[config.mk]
export PLATFORM = sky130hd
export DESIGN_NAME = gelu_activation_unit_flat
export DESIGN_NICKNAME = d
export VERILOG_FILES = /design/src/hw/rtl/gelu_pkg.sv /design/src/hw/rtl/gelu_if.sv /design/src/hw/rtl/gelu_ctl.sv /design/src/hw/rtl/gelu_arg.sv /design/src/hw/rtl/gelu_exp.sv /design/src/hw/rtl/gelu_div.sv /design/src/hw/rtl/gelu_mix.sv /design/src/hw/rtl/gelu_activation_unit.sv /design/src/flat_wrapper.sv
export SDC_FILE = /design/constraint.sdc
export NUM_CORES = 2
export LEC_CHECK = 0
export BUFFER_PORTS_ARGS = -buffer_cell sky130_fd_sc_hd__buf_2
export CORE_MARGIN = 5
export CORE_UTILIZATION = 45
export CTS_CLUSTER_DIAMETER = 30
export DETAILED_ROUTE_END_ITERATION = 8
export HOLD_SLACK_MARGIN = 0.1
export SYNTH_ARGS = -nofsm -noshare
export SYNTH_HDL_FRONTEND = slang
export SYNTH_SLANG_ARGS = --single-unit
[constraint.sdc]
create_clock -name clk -period 10.9 [get_ports clk]
set_input_delay 0.545 -clock clk [delete_from_list [all_inputs] [get_ports clk]]
set_output_delay 0.545 -clock clk [all_outputs]
set_load 0.1 [all_outputs]
[src/hw/rtl/gelu_pkg.sv]
// Shared constants, types and the exp2 table for the GELU pipeline.
`timescale 1ns / 1ps
package gelu_pkg;

	localparam int DATA_WIDTH_DEF = 16;
	localparam int FRAC_BITS_DEF  = 12;

	localparam int NUM_STAGES = 12;
	localparam int STG_ARG    = 0;
	localparam int STG_EXP    = 6;
	localparam int STG_DIV    = 7;
	localparam int DIV_STAGES = 4;
	localparam int STG_MIX    = 11;

	localparam int Q_FRAC = 16;
	localparam int A_W    = 20;
	localparam int A2_W   = 23;
	localparam int A3_W   = 26;
	localparam int P_W    = 21;
	localparam int U_W    = 22;
	localparam int V_W    = 23;
	localparam int E_W    = 17;
	localparam int T_W    = 16;
	localparam int W_W    = 17;

	localparam logic [A_W-1:0] A_CLAMP   = 20'h80000;
	localparam logic [11:0]    C_CUBIC   = 12'd2930;
	localparam logic [16:0]    C_SQRT8PI = 17'd104580;
	localparam logic [16:0]    C_LOG2E   = 17'd94548;
	localparam logic [W_W-1:0] Q_ONE     = 17'd65536;
	localparam logic [T_W-1:0] T_MAX     = 16'h8000;

	typedef struct packed {
		logic [NUM_STAGES-1:0] en;
		logic [NUM_STAGES-1:0] vld;
	} pipe_ctl_t;

	function automatic logic [E_W-1:0] exp2_tab(input logic [4:0] k);
		logic [E_W-1:0] val;
		case (k)
			5'd0:    val = 17'd65536;
			5'd1:    val = 17'd62757;
			5'd2:    val = 17'd60097;
			5'd3:    val = 17'd57549;
			5'd4:    val = 17'd55109;
			5'd5:    val = 17'd52773;
			5'd6:    val = 17'd50535;
			5'd7:    val = 17'd48393;
			5'd8:    val = 17'd46341;
			5'd9:    val = 17'd44376;
			5'd10:   val = 17'd42495;
			5'd11:   val = 17'd40693;
			5'd12:   val = 17'd38968;
			5'd13:   val = 17'd37316;
			5'd14:   val = 17'd35734;
			5'd15:   val = 17'd34219;
			5'd16:   val = 17'd32768;
			default: val = '0;
		endcase
		return val;
	endfunction

endpackage

[src/hw/rtl/gelu_if.sv]
// Valid/ready channel interfaces for GELU samples and results.
`timescale 1ns / 1ps
interface gelu_in_if #(
	parameter int DATA_WIDTH = gelu_pkg::DATA_WIDTH_DEF
);
	logic                         valid;
	logic                         ready;
	logic signed [DATA_WIDTH-1:0] x_in;

	modport source (output valid, output x_in, input ready);
	modport sink (input valid, input x_in, output ready);
endinterface

interface gelu_out_if #(
	parameter int DATA_WIDTH = gelu_pkg::DATA_WIDTH_DEF
);
	logic                         valid;
	logic                         ready;
	logic signed [DATA_WIDTH-1:0] gelu_out;

	modport source (output valid, output gelu_out, input ready);
	modport sink (input valid, input gelu_out, output ready);
endinterface

[src/hw/rtl/gelu_ctl.sv]
// Pipeline valid bits and per-stage advance enables.
`timescale 1ns / 1ps
module gelu_ctl (
	input  logic                clk,
	input  logic                arst_n,
	input  logic                in_valid,
	input  logic                out_ready,
	output gelu_pkg::pipe_ctl_t ctl
);
	import gelu_pkg::*;

	logic [NUM_STAGES-1:0] vld_q;
	logic [NUM_STAGES-1:0] en;

	// advance a stage when the output is ready or any stage from it onwards holds a bubble
	for (genvar j = 0; j < NUM_STAGES; j++) begin : g_en
		assign en[j] = out_ready | ~(&vld_q[NUM_STAGES-1:j]);
	end

	always_ff @(posedge clk or negedge arst_n) begin
		if (!arst_n) begin
			vld_q <= '0;
		end else begin
			if (en[0]) begin
				vld_q[0] <= in_valid;
			end
			for (int j = 1; j < NUM_STAGES; j++) begin
				if (en[j]) begin
					vld_q[j] <= vld_q[j-1];
				end
			end
		end
	end

	assign ctl.en  = en;
	assign ctl.vld = vld_q;

endmodule

[src/hw/rtl/gelu_arg.sv]
// Magnitude, Q16 conversion and the cubic exponent argument (stages 1 to 6).
`timescale 1ns / 1ps
module gelu_arg #(
	parameter int DATA_WIDTH = gelu_pkg::DATA_WIDTH_DEF,
	parameter int FRAC_BITS  = gelu_pkg::FRAC_BITS_DEF
) (
	input  logic                         clk,
	input  gelu_pkg::pipe_ctl_t          ctl,
	input  logic signed [DATA_WIDTH-1:0] x_in,
	output logic [DATA_WIDTH-1:0]        m_s1,
	output logic                         neg_s1,
	output logic [gelu_pkg::V_W-1:0]     v_s6
);
	import gelu_pkg::*;

	localparam int WIDE_W = DATA_WIDTH + Q_FRAC;
	localparam int SH_L   = (FRAC_BITS < Q_FRAC) ? (Q_FRAC - FRAC_BITS) : 0;
	localparam int SH_R   = (FRAC_BITS >= Q_FRAC) ? (FRAC_BITS - Q_FRAC) : 0;

	logic [DATA_WIDTH-1:0]   xu;
	logic                    x_neg;
	logic [DATA_WIDTH-1:0]   mag;
	logic [WIDE_W-1:0]       wide;
	logic [A_W-1:0]          a_cl;
	logic [2*A_W-1:0]        sq;
	logic [A2_W+A_W-1:0]     cu;
	logic [A3_W+12-1:0]      ct;
	logic [P_W+17-1:0]       up;
	logic [U_W+17-1:0]       vp;

	logic [A_W-1:0]  a_s1, a_s2, a_s3;
	logic [A2_W-1:0] a2_s2;
	logic [A3_W-1:0] a3_s3;
	logic [P_W-1:0]  p_s4;
	logic [U_W-1:0]  u_s5;

	always_comb begin
		xu    = x_in;
		x_neg = xu[DATA_WIDTH-1];
		mag   = x_neg ? (~xu + 1'b1) : xu;
		wide  = (WIDE_W'(mag) << SH_L) >> SH_R;
		a_cl  = (wide > WIDE_W'(A_CLAMP)) ? A_CLAMP : wide[A_W-1:0];
		sq    = a_s1 * a_s1;
		cu    = a2_s2 * a_s2;
		ct    = a3_s3 * C_CUBIC;
		up    = p_s4 * C_SQRT8PI;
		vp    = u_s5 * C_LOG2E;
	end

	always_ff @(posedge clk) begin
		if (ctl.en[STG_ARG]) begin
			m_s1   <= mag;
			neg_s1 <= x_neg;
			a_s1   <= a_cl;
		end
		if (ctl.en[STG_ARG+1]) begin
			a_s2  <= a_s1;
			a2_s2 <= sq[Q_FRAC +: A2_W];
		end
		if (ctl.en[STG_ARG+2]) begin
			a_s3  <= a_s2;
			a3_s3 <= cu[Q_FRAC +: A3_W];
		end
		if (ctl.en[STG_ARG+3]) begin
			p_s4 <= P_W'(a_s3) + ct[Q_FRAC +: P_W];
		end
		if (ctl.en[STG_ARG+4]) begin
			u_s5 <= up[Q_FRAC +: U_W];
		end
		if (ctl.en[STG_ARG+5]) begin
			v_s6 <= vp[Q_FRAC +: V_W];
		end
	end

endmodule

[src/hw/rtl/gelu_exp.sv]
// Table-based exp(-|u|) with linear interpolation and octave shift (stage 7).
`timescale 1ns / 1ps
module gelu_exp (
	input  logic                     clk,
	input  gelu_pkg::pipe_ctl_t      ctl,
	input  logic [gelu_pkg::V_W-1:0] v_s6,
	output logic [gelu_pkg::E_W-1:0] e_s7
);
	import gelu_pkg::*;

	logic [6:0]     n;
	logic [3:0]     k;
	logic [11:0]    r;
	logic [E_W-1:0] t0, t1, diff;
	logic [23:0]    slope;
	logic [E_W-1:0] e0;
	logic [E_W-1:0] e;

	always_comb begin
		n     = v_s6[V_W-1:16];
		k     = v_s6[15:12];
		r     = v_s6[11:0];
		t0    = exp2_tab(5'(k));
		t1    = exp2_tab(5'(k) + 5'd1);
		diff  = t0 - t1;
		slope = diff[11:0] * r;
		e0    = t0 - E_W'(slope[23:12]);
		e     = (n > 7'd16) ? '0 : (e0 >> n[4:0]);
	end

	always_ff @(posedge clk) begin
		if (ctl.en[STG_EXP]) begin
			e_s7 <= e;
		end
	end

endmodule

[src/hw/rtl/gelu_div.sv]
// Pipelined restoring divider for e / (1 + e), four quotient bits a stage.
`timescale 1ns / 1ps
module gelu_div (
	input  logic                     clk,
	input  gelu_pkg::pipe_ctl_t      ctl,
	input  logic [gelu_pkg::E_W-1:0] e_s7,
	output logic [gelu_pkg::T_W-1:0] t_s11
);
	import gelu_pkg::*;

	localparam int R_W = E_W + 1;

	typedef struct packed {
		logic [R_W-1:0] rem;
		logic [R_W-1:0] den;
		logic [T_W-1:0] q;
	} div_state_t;

	function automatic div_state_t div_step4(input div_state_t s);
		div_state_t   o;
		logic [R_W:0] rem2;
		o = s;
		for (int i = 0; i < 4; i++) begin
			rem2 = {o.rem, 1'b0};
			if (rem2 >= {1'b0, o.den}) begin
				rem2  = rem2 - {1'b0, o.den};
				o.q   = {o.q[T_W-2:0], 1'b1};
			end else begin
				o.q   = {o.q[T_W-2:0], 1'b0};
			end
			o.rem = rem2[R_W-1:0];
		end
		return o;
	endfunction

	div_state_t div_in;
	div_state_t div_s8, div_s9, div_s10, div_s11;

	always_comb begin
		div_in.rem = R_W'(e_s7);
		div_in.den = R_W'(Q_ONE) + R_W'(e_s7);
		div_in.q   = '0;
	end

	always_ff @(posedge clk) begin
		if (ctl.en[STG_DIV]) begin
			div_s8 <= div_step4(div_in);
		end
		if (ctl.en[STG_DIV+1]) begin
			div_s9 <= div_step4(div_s8);
		end
		if (ctl.en[STG_DIV+2]) begin
			div_s10 <= div_step4(div_s9);
		end
		if (ctl.en[STG_DIV+3]) begin
			div_s11 <= div_step4(div_s10);
		end
	end

	assign t_s11 = div_s11.q;

endmodule

[src/hw/rtl/gelu_mix.sv]
// Final weighting of |x|, rounding, saturation and sign restore (stage 12).
`timescale 1ns / 1ps
module gelu_mix #(
	parameter int DATA_WIDTH = gelu_pkg::DATA_WIDTH_DEF
) (
	input  logic                     clk,
	input  gelu_pkg::pipe_ctl_t      ctl,
	input  logic [DATA_WIDTH-1:0]    m_s11,
	input  logic                     neg_s11,
	input  logic [gelu_pkg::T_W-1:0] t_s11,
	output logic [DATA_WIDTH-1:0]    gelu_out_s12
);
	import gelu_pkg::*;

	localparam int PR_W = DATA_WIDTH + W_W;
	localparam logic [DATA_WIDTH:0] MAXPOS = {2'b00, {(DATA_WIDTH-1){1'b1}}};

	logic [W_W-1:0]        w;
	logic [PR_W-1:0]       prod;
	logic [DATA_WIDTH:0]   y;
	logic [DATA_WIDTH:0]   lim;
	logic [DATA_WIDTH:0]   ysat;
	logic [DATA_WIDTH-1:0] res;
	logic [DATA_WIDTH-1:0] res_signed;

	always_comb begin
		w          = neg_s11 ? W_W'(t_s11) : (Q_ONE - W_W'(t_s11));
		prod       = PR_W'(m_s11) * PR_W'(w) + PR_W'(32'h8000);
		y          = prod[Q_FRAC +: DATA_WIDTH+1];
		lim        = neg_s11 ? (MAXPOS + 1'b1) : MAXPOS;
		ysat       = (y > lim) ? lim : y;
		res        = ysat[DATA_WIDTH-1:0];
		res_signed = neg_s11 ? (~res + 1'b1) : res;
	end

	always_ff @(posedge clk) begin
		if (ctl.en[STG_MIX]) begin
			gelu_out_s12 <= res_signed;
		end
	end

endmodule

[src/hw/rtl/gelu_activation_unit.sv]
// GELU (tanh form) activation pipeline, top level.
//
//   channel  role  payload                 handshake
//   sample   sink  x_in     (signed Q4.12)  valid/ready
//   result   src   gelu_out (signed Q4.12)  valid/ready
//
// One sample per cycle sustained while the result port is ready; twelve register stages.
// The stages are magnitude and Q16 conversion, five multiplier stages, the table stage,
// four divider stages and the output stage.
// Reset clears only the stage valid bits; the datapath registers are not reset.
// A stall at the result port holds the full pipeline; bubbles still close up behind it.
`timescale 1ns / 1ps
module gelu_activation_unit #(
	parameter int DATA_WIDTH = gelu_pkg::DATA_WIDTH_DEF,
	parameter int FRAC_BITS  = gelu_pkg::FRAC_BITS_DEF
) (
	input  logic      clk,
	input  logic      arst_n,
	gelu_in_if.sink   sample,
	gelu_out_if.source result
);
	import gelu_pkg::*;

	pipe_ctl_t             ctl;
	logic [DATA_WIDTH-1:0] m_s1;
	logic                  neg_s1;
	logic [V_W-1:0]        v_s6;
	logic [E_W-1:0]        e_s7;
	logic [T_W-1:0]        t_s11;
	logic [DATA_WIDTH-1:0] gelu_out_s12;
	logic [DATA_WIDTH-1:0] m_s   [2:NUM_STAGES-1];
	logic                  neg_s [2:NUM_STAGES-1];

	gelu_ctl u_ctl (
		.clk       (clk),
		.arst_n    (arst_n),
		.in_valid  (sample.valid),
		.out_ready (result.ready),
		.ctl       (ctl)
	);

	gelu_arg #(
		.DATA_WIDTH (DATA_WIDTH),
		.FRAC_BITS  (FRAC_BITS)
	) u_arg (
		.clk    (clk),
		.ctl    (ctl),
		.x_in   (sample.x_in),
		.m_s1   (m_s1),
		.neg_s1 (neg_s1),
		.v_s6   (v_s6)
	);

	gelu_exp u_exp (
		.clk  (clk),
		.ctl  (ctl),
		.v_s6 (v_s6),
		.e_s7 (e_s7)
	);

	gelu_div u_div (
		.clk   (clk),
		.ctl   (ctl),
		.e_s7  (e_s7),
		.t_s11 (t_s11)
	);

	// carry magnitude and sign alongside the datapath
	for (genvar i = 2; i < NUM_STAGES; i++) begin : g_side
		if (i == 2) begin : g_first
			always_ff @(posedge clk) begin
				if (ctl.en[i-1]) begin
					m_s[i]   <= m_s1;
					neg_s[i] <= neg_s1;
				end
			end
		end else begin : g_rest
			always_ff @(posedge clk) begin
				if (ctl.en[i-1]) begin
					m_s[i]   <= m_s[i-1];
					neg_s[i] <= neg_s[i-1];
				end
			end
		end
	end

	gelu_mix #(
		.DATA_WIDTH (DATA_WIDTH)
	) u_mix (
		.clk          (clk),
		.ctl          (ctl),
		.m_s11        (m_s[NUM_STAGES-1]),
		.neg_s11      (neg_s[NUM_STAGES-1]),
		.t_s11        (t_s11),
		.gelu_out_s12 (gelu_out_s12)
	);

	assign sample.ready    = ctl.en[0];
	assign result.valid    = ctl.vld[NUM_STAGES-1];
	assign result.gelu_out = gelu_out_s12;

	a_stall_only_when_full: assert property (@(posedge clk) disable iff (!arst_n)
		!sample.ready |-> (&ctl.vld))
		else $error("input stalled with a bubble in the pipeline");

	a_full_and_blocked: assert property (@(posedge clk) disable iff (!arst_n)
		((&ctl.vld) && !result.ready) |-> !sample.ready)
		else $error("input taken while the full pipeline is blocked");

	a_weight_bound: assert property (@(posedge clk) disable iff (!arst_n)
		ctl.vld[STG_MIX-1] |-> (t_s11 <= T_MAX))
		else $error("tail weight above one half");

	a_positive_sign: assert property (@(posedge clk) disable iff (!arst_n)
		(ctl.vld[STG_MIX-1] && ctl.en[STG_MIX] && !neg_s[NUM_STAGES-1])
		|=> !result.gelu_out[DATA_WIDTH-1])
		else $error("non-negative sample gave a negative word");

endmodule

[src/flat_wrapper.sv]
// flat-port wrapper written by rule: the top's interface ports become plain ports
module gelu_activation_unit_flat import gelu_pkg::*;
#(
	parameter int DATA_WIDTH = gelu_pkg::DATA_WIDTH_DEF,
	parameter int FRAC_BITS  = gelu_pkg::FRAC_BITS_DEF
)
  (clk, arst_n, sample_valid, sample_x_in, sample_ready, result_valid, result_gelu_out, result_ready);
  gelu_in_if #(.DATA_WIDTH(DATA_WIDTH)) sample_i ();
  gelu_out_if #(.DATA_WIDTH(DATA_WIDTH)) result_i ();
  input  logic clk;
  input  logic arst_n;
  input wire logic [$bits(sample_i.valid)-1:0] sample_valid;
  input wire logic [$bits(sample_i.x_in)-1:0] sample_x_in;
  output wire logic [$bits(sample_i.ready)-1:0] sample_ready;
  output wire logic [$bits(result_i.valid)-1:0] result_valid;
  output wire logic [$bits(result_i.gelu_out)-1:0] result_gelu_out;
  input wire logic [$bits(result_i.ready)-1:0] result_ready;
  assign sample_i.valid = sample_valid;
  assign sample_i.x_in = sample_x_in;
  assign sample_ready = sample_i.ready;
  assign result_valid = result_i.valid;
  assign result_gelu_out = result_i.gelu_out;
  assign result_i.ready = result_ready;
  gelu_activation_unit #(.DATA_WIDTH(DATA_WIDTH), .FRAC_BITS(FRAC_BITS)) u_core (.clk(clk), .arst_n(arst_n), .sample(sample_i), .result(result_i));
endmodule
[Word-level counts from Yosys, hierarchy flattened]
Memory sizes are Yosys's and may differ from the RTL's. A register that Yosys moved wholly into a read port is not among the register bits.
Cells that the tools add are included.
Storage, ports and cells
  output and inout port bits: 18
  RAM bits: 170
  memory bits (read-only): 816
  register bits: 385
  logic and storage cells: 199
  memories: 4
Memories
  (name not given): words 32, bits a word 17, read ports 1, clocked after memory_dff 0, write ports 0, line gelu_pkg.sv:40  | case (k)
  (name not given): words 16, bits a word 17, read ports 1, clocked after memory_dff 1, write ports 0, line gelu_pkg.sv:40
  u_core.m_s: words 10, bits a word 16, read ports 10, clocked after memory_dff 0, write ports 10, line gelu_activation_unit.sv:31  | logic [DATA_WIDTH-1:0] m_s [2:NUM_STAGES-1];
  u_core.neg_s: words 10, bits a word 1, read ports 10, clocked after memory_dff 0, write ports 10, line gelu_activation_unit.sv:32  | logic neg_s [2:NUM_STAGES-1];
Cells by class
  $add $sub $neg: 24
  order comparisons: 19
  bitwise operators: 26
  multiply operators: 7
  mux-type cells: 69
  reduce and logical (&&, ||, !) cells: 11
  shifts and indexed selects: 1
Operators with widths (count)
  $mux 18: 27
  $ge 19x18->1: 15
  $sub 18x18->18: 15
  $mux 16: 4
  $mul 23x20->42: 1
  $mul 20x20->39: 1
  $mul 22x15->37 const B: 1
  $mul 21x15->36 const B: 1
  $mul 26x11->36 const B: 1
  $mux 1: 36
  $add 33x16->33 const B: 1
  $mul 16x17->33: 1
  $add 16x1->16 const B: 2
  $not 16->16: 2
  $mul 12x12->24: 1
  $add 20x21->21: 1
  $gt 20x20->1 const B: 1
  $add 17x17->18 const A: 1
  $ge 18x18->1: 1
  $gt 17x16->1: 1
  $mux 17: 1
  $shr 17x5->17: 1
  $sub 17x12->17: 1
  $sub 17x16->17 const A: 1
  17 further kinds: 39

[Logic depth before layout (Yosys ltp)]
  depth in word-level cells: 12
  mapped depth: 51
  depth with buffers taken out: 49

[Hierarchy]
Synthesis repeated with hierarchy kept, for this count alone.
Second synthesis, totals
  cells, all modules: 8816
  area, all modules: 85425.7 um^2
Modules (own cells, without submodules)
  gelu_arg: area an instance 40810.4 um^2, instances 1, cells each 3964
  gelu_div: area an instance 19899.1 um^2, instances 1, cells each 2369
  gelu_mix: area an instance 11059.4 um^2, instances 1, cells each 1296
  gelu_exp: area an instance 7996.4 um^2, instances 1, cells each 971
  gelu_activation_unit: area an instance 5104.9 um^2, instances 1, cells each 170
  gelu_ctl: area an instance 555.5 um^2, instances 1, cells each 46

[Worst setup path after synthesis]
No wires, ideal clock.
  kind: register to register
  from: reg u_core.u_arg.v_s6[12] (netlist name)
  to: reg u_core.u_exp.e_s7[0] (netlist name) (data pin)
  slack: -0.326 ns
  path buffers: 2
  required time: 10.693 ns
  data arrival time: 11.018 ns
  cell stages (with the launch flop): 46
  path through: edfxtp_1 -> clkbuf_1 -> inv_1 -> nor3_1 -> xor2_1 -> mux4_2 -> or2_2 -> ha_1 -> o21ai_0 -> a21oi_1 -> o21a_1 -> o21a_1 -> o21a_1 -> o21ai_0 -> nand2b_1 -> a21o_1 -> a21oi_1 -> xnor2_1 -> [... 10 more ...] -> ha_1 -> nand3_1 -> a211oi_1 -> o31ai_1 -> o21ai_0 -> o21a_1 -> or2_2 -> ha_1 -> nand3_1 -> a211oi_1 -> o21ai_0 -> a21boi_0 -> nor4_1 -> xnor2_1 -> or4_1 -> nor2_1 -> mux2i_1 -> a2111oi_0
Between the ends
  word-level cells in the longest chain between the ends: 6
RTL lines
  start, declared: line gelu_arg.sv:12  | output logic [gelu_pkg::V_W-1:0] v_s6
  start signal, assigned: line gelu_arg.sv:71  | v_s6 <= vp[Q_FRAC +: V_W];
  $add 4x1->5: line gelu_exp.sv:24  | t1 = exp2_tab(5'(k) + 5'd1);
  $mem_v2 32x17
  $sub 12x12->12: line gelu_exp.sv:25  | diff = t0 - t1;
  $mul 12x12->24: line gelu_exp.sv:26  | slope = diff[11:0] * r;
  $sub 17x12->17: line gelu_exp.sv:27  | e0 = t0 - E_W'(slope[23:12]);
  $shr 17x5->17: line gelu_exp.sv:28  | e = (n > 7'd16) ? '0 : (e0 >> n[4:0]);
  end signal, assigned: line gelu_exp.sv:33  | e_s7 <= e;
  end, declared: line gelu_exp.sv:7  | output logic [gelu_pkg::E_W-1:0] e_s7
Every way passes these cells.
A chain may end at the register's enable or synchronous reset.

[Final worst setup path]
  from: reg u_core.u_div.div_s9[19] (netlist name)
  to: reg u_core.u_div.div_s10[48] (netlist name) (data pin)
Between the ends
  word-level cells in the longest chain between the ends: 11
  elaborated cells on any way between the ends: 15
RTL lines
  start, declared: line gelu_div.sv:37  | div_state_t div_s8, div_s9, div_s10, div_s11;
  start signal, assigned: line gelu_div.sv:50  | div_s9 <= div_step4(div_s8);
  $sub 18x18->18 / $ge 19x18->1 (equally long branches): line gelu_div.sv:26, gelu_div.sv:25
  $mux 18: line gelu_div.sv:25  | if (rem2 >= {1'b0, o.den}) begin
  $mux 18: line gelu_div.sv:52  | if (ctl.en[STG_DIV+2]) begin
  $sub 18x18->18 / $ge 19x18->1 (equally long branches): line gelu_div.sv:26, gelu_div.sv:25
  $mux 18: line gelu_div.sv:25
  $mux 18: line gelu_div.sv:52
  $sub 18x18->18 / $ge 19x18->1 (equally long branches): line gelu_div.sv:26, gelu_div.sv:25
  $mux 18: line gelu_div.sv:25
  $mux 18: line gelu_div.sv:52
  $sub 18x18->18 / $ge 19x18->1 (equally long branches): line gelu_div.sv:26, gelu_div.sv:25
  $mux 18 *: line gelu_div.sv:25
  end signal, assigned: line gelu_div.sv:53  | div_s10 <= div_step4(div_s9);
  end, declared: line gelu_div.sv:37
Mark *: on every way between the ends. The rest lies on a longest branch, timed or not. The select of a mux whose other input is x is not followed.

==> reports/summary.md <==
## Run status
- status: complete, no violations

## Clock tree
- clock sink count: 560
- total number of H-tree levels: 4
- Longest Clk Path Bufs: 3
- total clock buffers created by CTS: 134
- clock root buffer: sky130_fd_sc_hd__clkbuf_16
- clock transition time at the flip-flop clock pins of the worst setup and hold paths: 50 ps
- Skew-Pair Late Insertion Delay: 760 ps
- TritonCTS clock tree: done

## GRT
- global-route wire length before repair: 334,000 um
- global route total overflow: 0
- Total GRT Usage: 21.2%
- number of global-route vias before repair: 64,800
- initial antenna violation count: 4
- maximum number of pins on one net before global-route repair: 67

## Routing
- per-cell routed wire length: 17.7 um
- # DRC: 0
- via density per instance: 5.29
- total length of routed met2 wires: 101,000 um
- detailed-route wire length on metal 1: 87,300 um
- number of DRC markers in iteration 0: 3,034
- routed wire length: 203,000 um
- via count: 60,800
- Post-DRT Antenna Nets: 0
- routed wl met3: 9070 um
- top routing layer in use: met4
- Pre-antenna DRT Iters: 5

## Logic synthesis
- unique cell type count in the Yosys netlist: 101
- sequential element share of the synthesized area: 19.8%
- top-area cell type share of the netlist area: 24.9%
- Net Count, Synth: 10,900
- number of enable flip-flop cells after synthesis: 531
- cell area after synthesis: 83,700 um2
- mean instance size in the synthesized netlist: 9.79 um2
- share of synthesized flip-flops with an asynchronous set or reset: 2.14%
- Synth area leader: sky130_fd_sc_hd__fa_1
- Syn Inst Count: 8,551
- leading post-synthesis cells by cell area: sky130_fd_sc_hd__fa_1 25%, sky130_fd_sc_hd__ha_1 19%, sky130_fd_sc_hd__edfxtp_1 19%
- warning count from the yosys run: 0
- flop and latch count out of synthesis: 560
- most common flop cell mapped by yosys: sky130_fd_sc_hd__edfxtp_1

## Timing
- number of hold violations in the final report: 0
- Slew headroom: 19.6%
- share of the clock period used by the worst path after layout: 95.4%
- achievable clock frequency: 96.2 MHz
- Worst Tran Pin Value: 1210 ps
- worst clock skew: 53.6 ps
- endpoints failing setup: 0
- max-slew violation count: 0
- setup repair after global routing missed its margin: yes
- final critical delay including setup and external delays: 10,400 ps

## Worst setup path
- critical path arrival: 10,900 ps
- Top cell by count, worst path: sky130_fd_sc_hd__o21ai_1
- critical path capture point type: register
- Register-to-Register Setup Slack: 500 ps
- worst flop-to-flop path startpoint: u_core.u_div.div_s9[19]
- startpoint-to-endpoint class of the critical path: register to register
- crit path launch: u_core.u_div.div_s9[19]
- kind of cell with the highest combined delay on the critical path: compound AO/OA/AOI/OAI gates
- highest-delay cell along the critical path: sky130_fd_sc_hd__a2111oi_1
- nature of the critical path startpoint: register
- CP max stage delay: 450 ps
- worst endpoint required time: 11,400 ps
- CP bufs+invs: 6
- CP Max Fanout: 29

## Die
- die area: 195,000 um2
- die boundary width: 441 um
- die boundary height: 441 um
- Placement Rows: 158
- Initial Utilization: 45.2%
- number of top-level pins: 38
- Core Footprint: 185,000 um2

## Run
- reported max-cap violation count: 0

## Cells and area
- post-layout instance area: 94,500 um2
- post-layout net count: 11,200
- layout-stage area growth over the synthesis result: 12.8%
- share of post-route cells with drive strength above 1: 10.0%

## Min path
- type of the tightest min-delay check: primary input to register
- worst hold start: sample_x_in[2]

## Placed design
- hpwl dp: 165,000 um
- routability-driven placement congestion ratio: 0.890
- post-place instance area: 89,000 um2
- count of port buffers added during placement: 37

==> cells by family (layout without fill, tap and decap cells) <==
group	Yosys count	in the layout	share of synthesized area [%]
xor+xnor	407	407	4.26
other cells	0	2	0
flops	560	560	19.8
mux	151	152	2.00
fa+ha+maj	2316	2316	43.9
simple gates	2066	2066	12.0
buf+inv	1767	2228	7.98
compound gates	1284	1286	10.1
==> placed cells by master, fill, tap and decap left out, types with 18 or more instances in the layout <==
master,instances
sky130_fd_sc_hd__inv_1,1529
sky130_fd_sc_hd__ha_1,1266
sky130_fd_sc_hd__fa_1,1040
sky130_fd_sc_hd__nand2_1,767
sky130_fd_sc_hd__edfxtp_1,531
sky130_fd_sc_hd__and2_1,407
sky130_fd_sc_hd__buf_4,377
sky130_fd_sc_hd__nor2_1,342
sky130_fd_sc_hd__a21oi_1,341
sky130_fd_sc_hd__xnor2_1,266
sky130_fd_sc_hd__o21ai_0,222
sky130_fd_sc_hd__a21o_1,189
sky130_fd_sc_hd__xor2_1,138
sky130_fd_sc_hd__clkbuf_16,135
sky130_fd_sc_hd__mux2_2,99
sky130_fd_sc_hd__nor3_1,92
sky130_fd_sc_hd__nand3_1,87
sky130_fd_sc_hd__o21a_1,82
sky130_fd_sc_hd__nor2b_1,76
sky130_fd_sc_hd__nand2b_1,65
sky130_fd_sc_hd__nand4_1,48
sky130_fd_sc_hd__mux2i_1,48
sky130_fd_sc_hd__a211oi_1,41
sky130_fd_sc_hd__o21bai_1,41
sky130_fd_sc_hd__o31ai_1,38
sky130_fd_sc_hd__buf_2,37
sky130_fd_sc_hd__a31oi_1,33
sky130_fd_sc_hd__and3_1,32
sky130_fd_sc_hd__o21ai_1,27
sky130_fd_sc_hd__or3_1,26
sky130_fd_sc_hd__or2_2,24
sky130_fd_sc_hd__a21boi_0,24
sky130_fd_sc_hd__clkinv_1,20
sky130_fd_sc_hd__inv_2,19
sky130_fd_sc_hd__o211ai_1,18
==> layout make-up <==
class	instances	area [um2]
fillers	17000	90700
multi-input cells	6227	61000
flip-flops and latches	560	16600
inverters	1550	5820
clock buffers	151	3460
repair buffers	431	3250
well taps	2480	3100
clock inverters	96	1310
diodes	2	5.00
==> metal layers <==
| layer | global-route usage (%) | vias to the layer above |
|---|---|---|
| met4 | 5.63 | 0 |
| met1 | 27.0 | 30100 |
| met5 | 0 | - |
| met3 | 3.11 | 363 |
| met2 | 37.6 | 1252 |
| li1 | - | 29100 |
==> per-stage QoR <==
stage | hold WS (ps) | TNS, ps | cells | setup WS, ps | utilization (%)
3_5_place_dp | 405 | -1700 | 11200 | -289 | 48.1
3_3_place_gp | 400 | -1110 | 11200 | -209 | 48.1
2_1_floorplan | 249 | 0 | 8551 | 23.7 | -
4_1_cts | 102 | 0 | 11500 | 8.01 | 50.7
6_report | 154 | 0 | 11500 | 502 | 51.0
5_1_grt | 135 | -365 | 11500 | -110 | 51.0
==> cells in the mapped netlist, drive strengths merged, types with 18 or more instances <==
cell type  count
o21ai        253
nor4          22
xor2         140
o31ai         44
clkbuf       188
buf           29
ha          1275
a21boi        31
and3          32
a211oi        47
nor2         349
nor3         100
nand3         88
mux2         100
nand2        773
xnor2        267
edfxtp       531
or2           26
a21o         189
o21a          82
a21oi        358
or3           26
nand4         48
o211ai        18
fa          1041
nor2b         76
inv         1547
nand2b        65
a31oi         35
o21bai        41
mux2i         50
and2         407
==> state kept, by name, summed over array words and instances, names as in the netlist, 17 cells and up <==
signal,cells
u_core.m_s,160
u_core.u_arg.a2_s2,23
u_core.u_arg.a3_s3,26
u_core.u_arg.p_s4,21
u_core.u_arg.u_s5,22
u_core.u_arg.v_s6,23
u_core.u_div.div_s10,48
u_core.u_div.div_s8,40
u_core.u_div.div_s9,44
u_core.u_exp.e_s7,17
u_core.u_exp.t0,17
==> worst register-to-register path, delay by kind of cell (launching register included) <==
family,cells,cell delay (ps)
adders and majority gates,4,1240
DFF,1,380
buffers and inverters,6,1010
and+or+nand+nor,3,540
muxes,5,1290
AOI/OAI and AO/OA,26,5670
==> timing repair <==
| item | CTS | global route |
|---|---|---|
| cloned | 0 | 3 |
| pin swaps | 3 | 39 |
| endpoints found under the hold margin | 19 | 0 |
| hold buffers | 7 | 0 |
| gates resized for setup | 12 | 104 |
| endpoints found under the setup margin | 15 | 82 |
| buffers inserted | 1 | 24 |
==> final timing paths <==
check                                           end  depth (start not counted)
setup / recovery           u_core.u_div.div_s10[48]                         44
min in group asynchronous     u_core.u_ctl.vld_q[0]                          2
hold / removal                 u_core.u_arg.m_s1[2]                          3
setup reg to reg           u_core.u_div.div_s10[48]                         44
hold reg to reg                   u_core.m_s[0][74]                          0
max in group asynchronous     u_core.u_ctl.vld_q[9]                          2
Power is left out: the tool's default activity adds up to more than one toggle a clock period on the data nets, which glitch-free logic cannot reach.
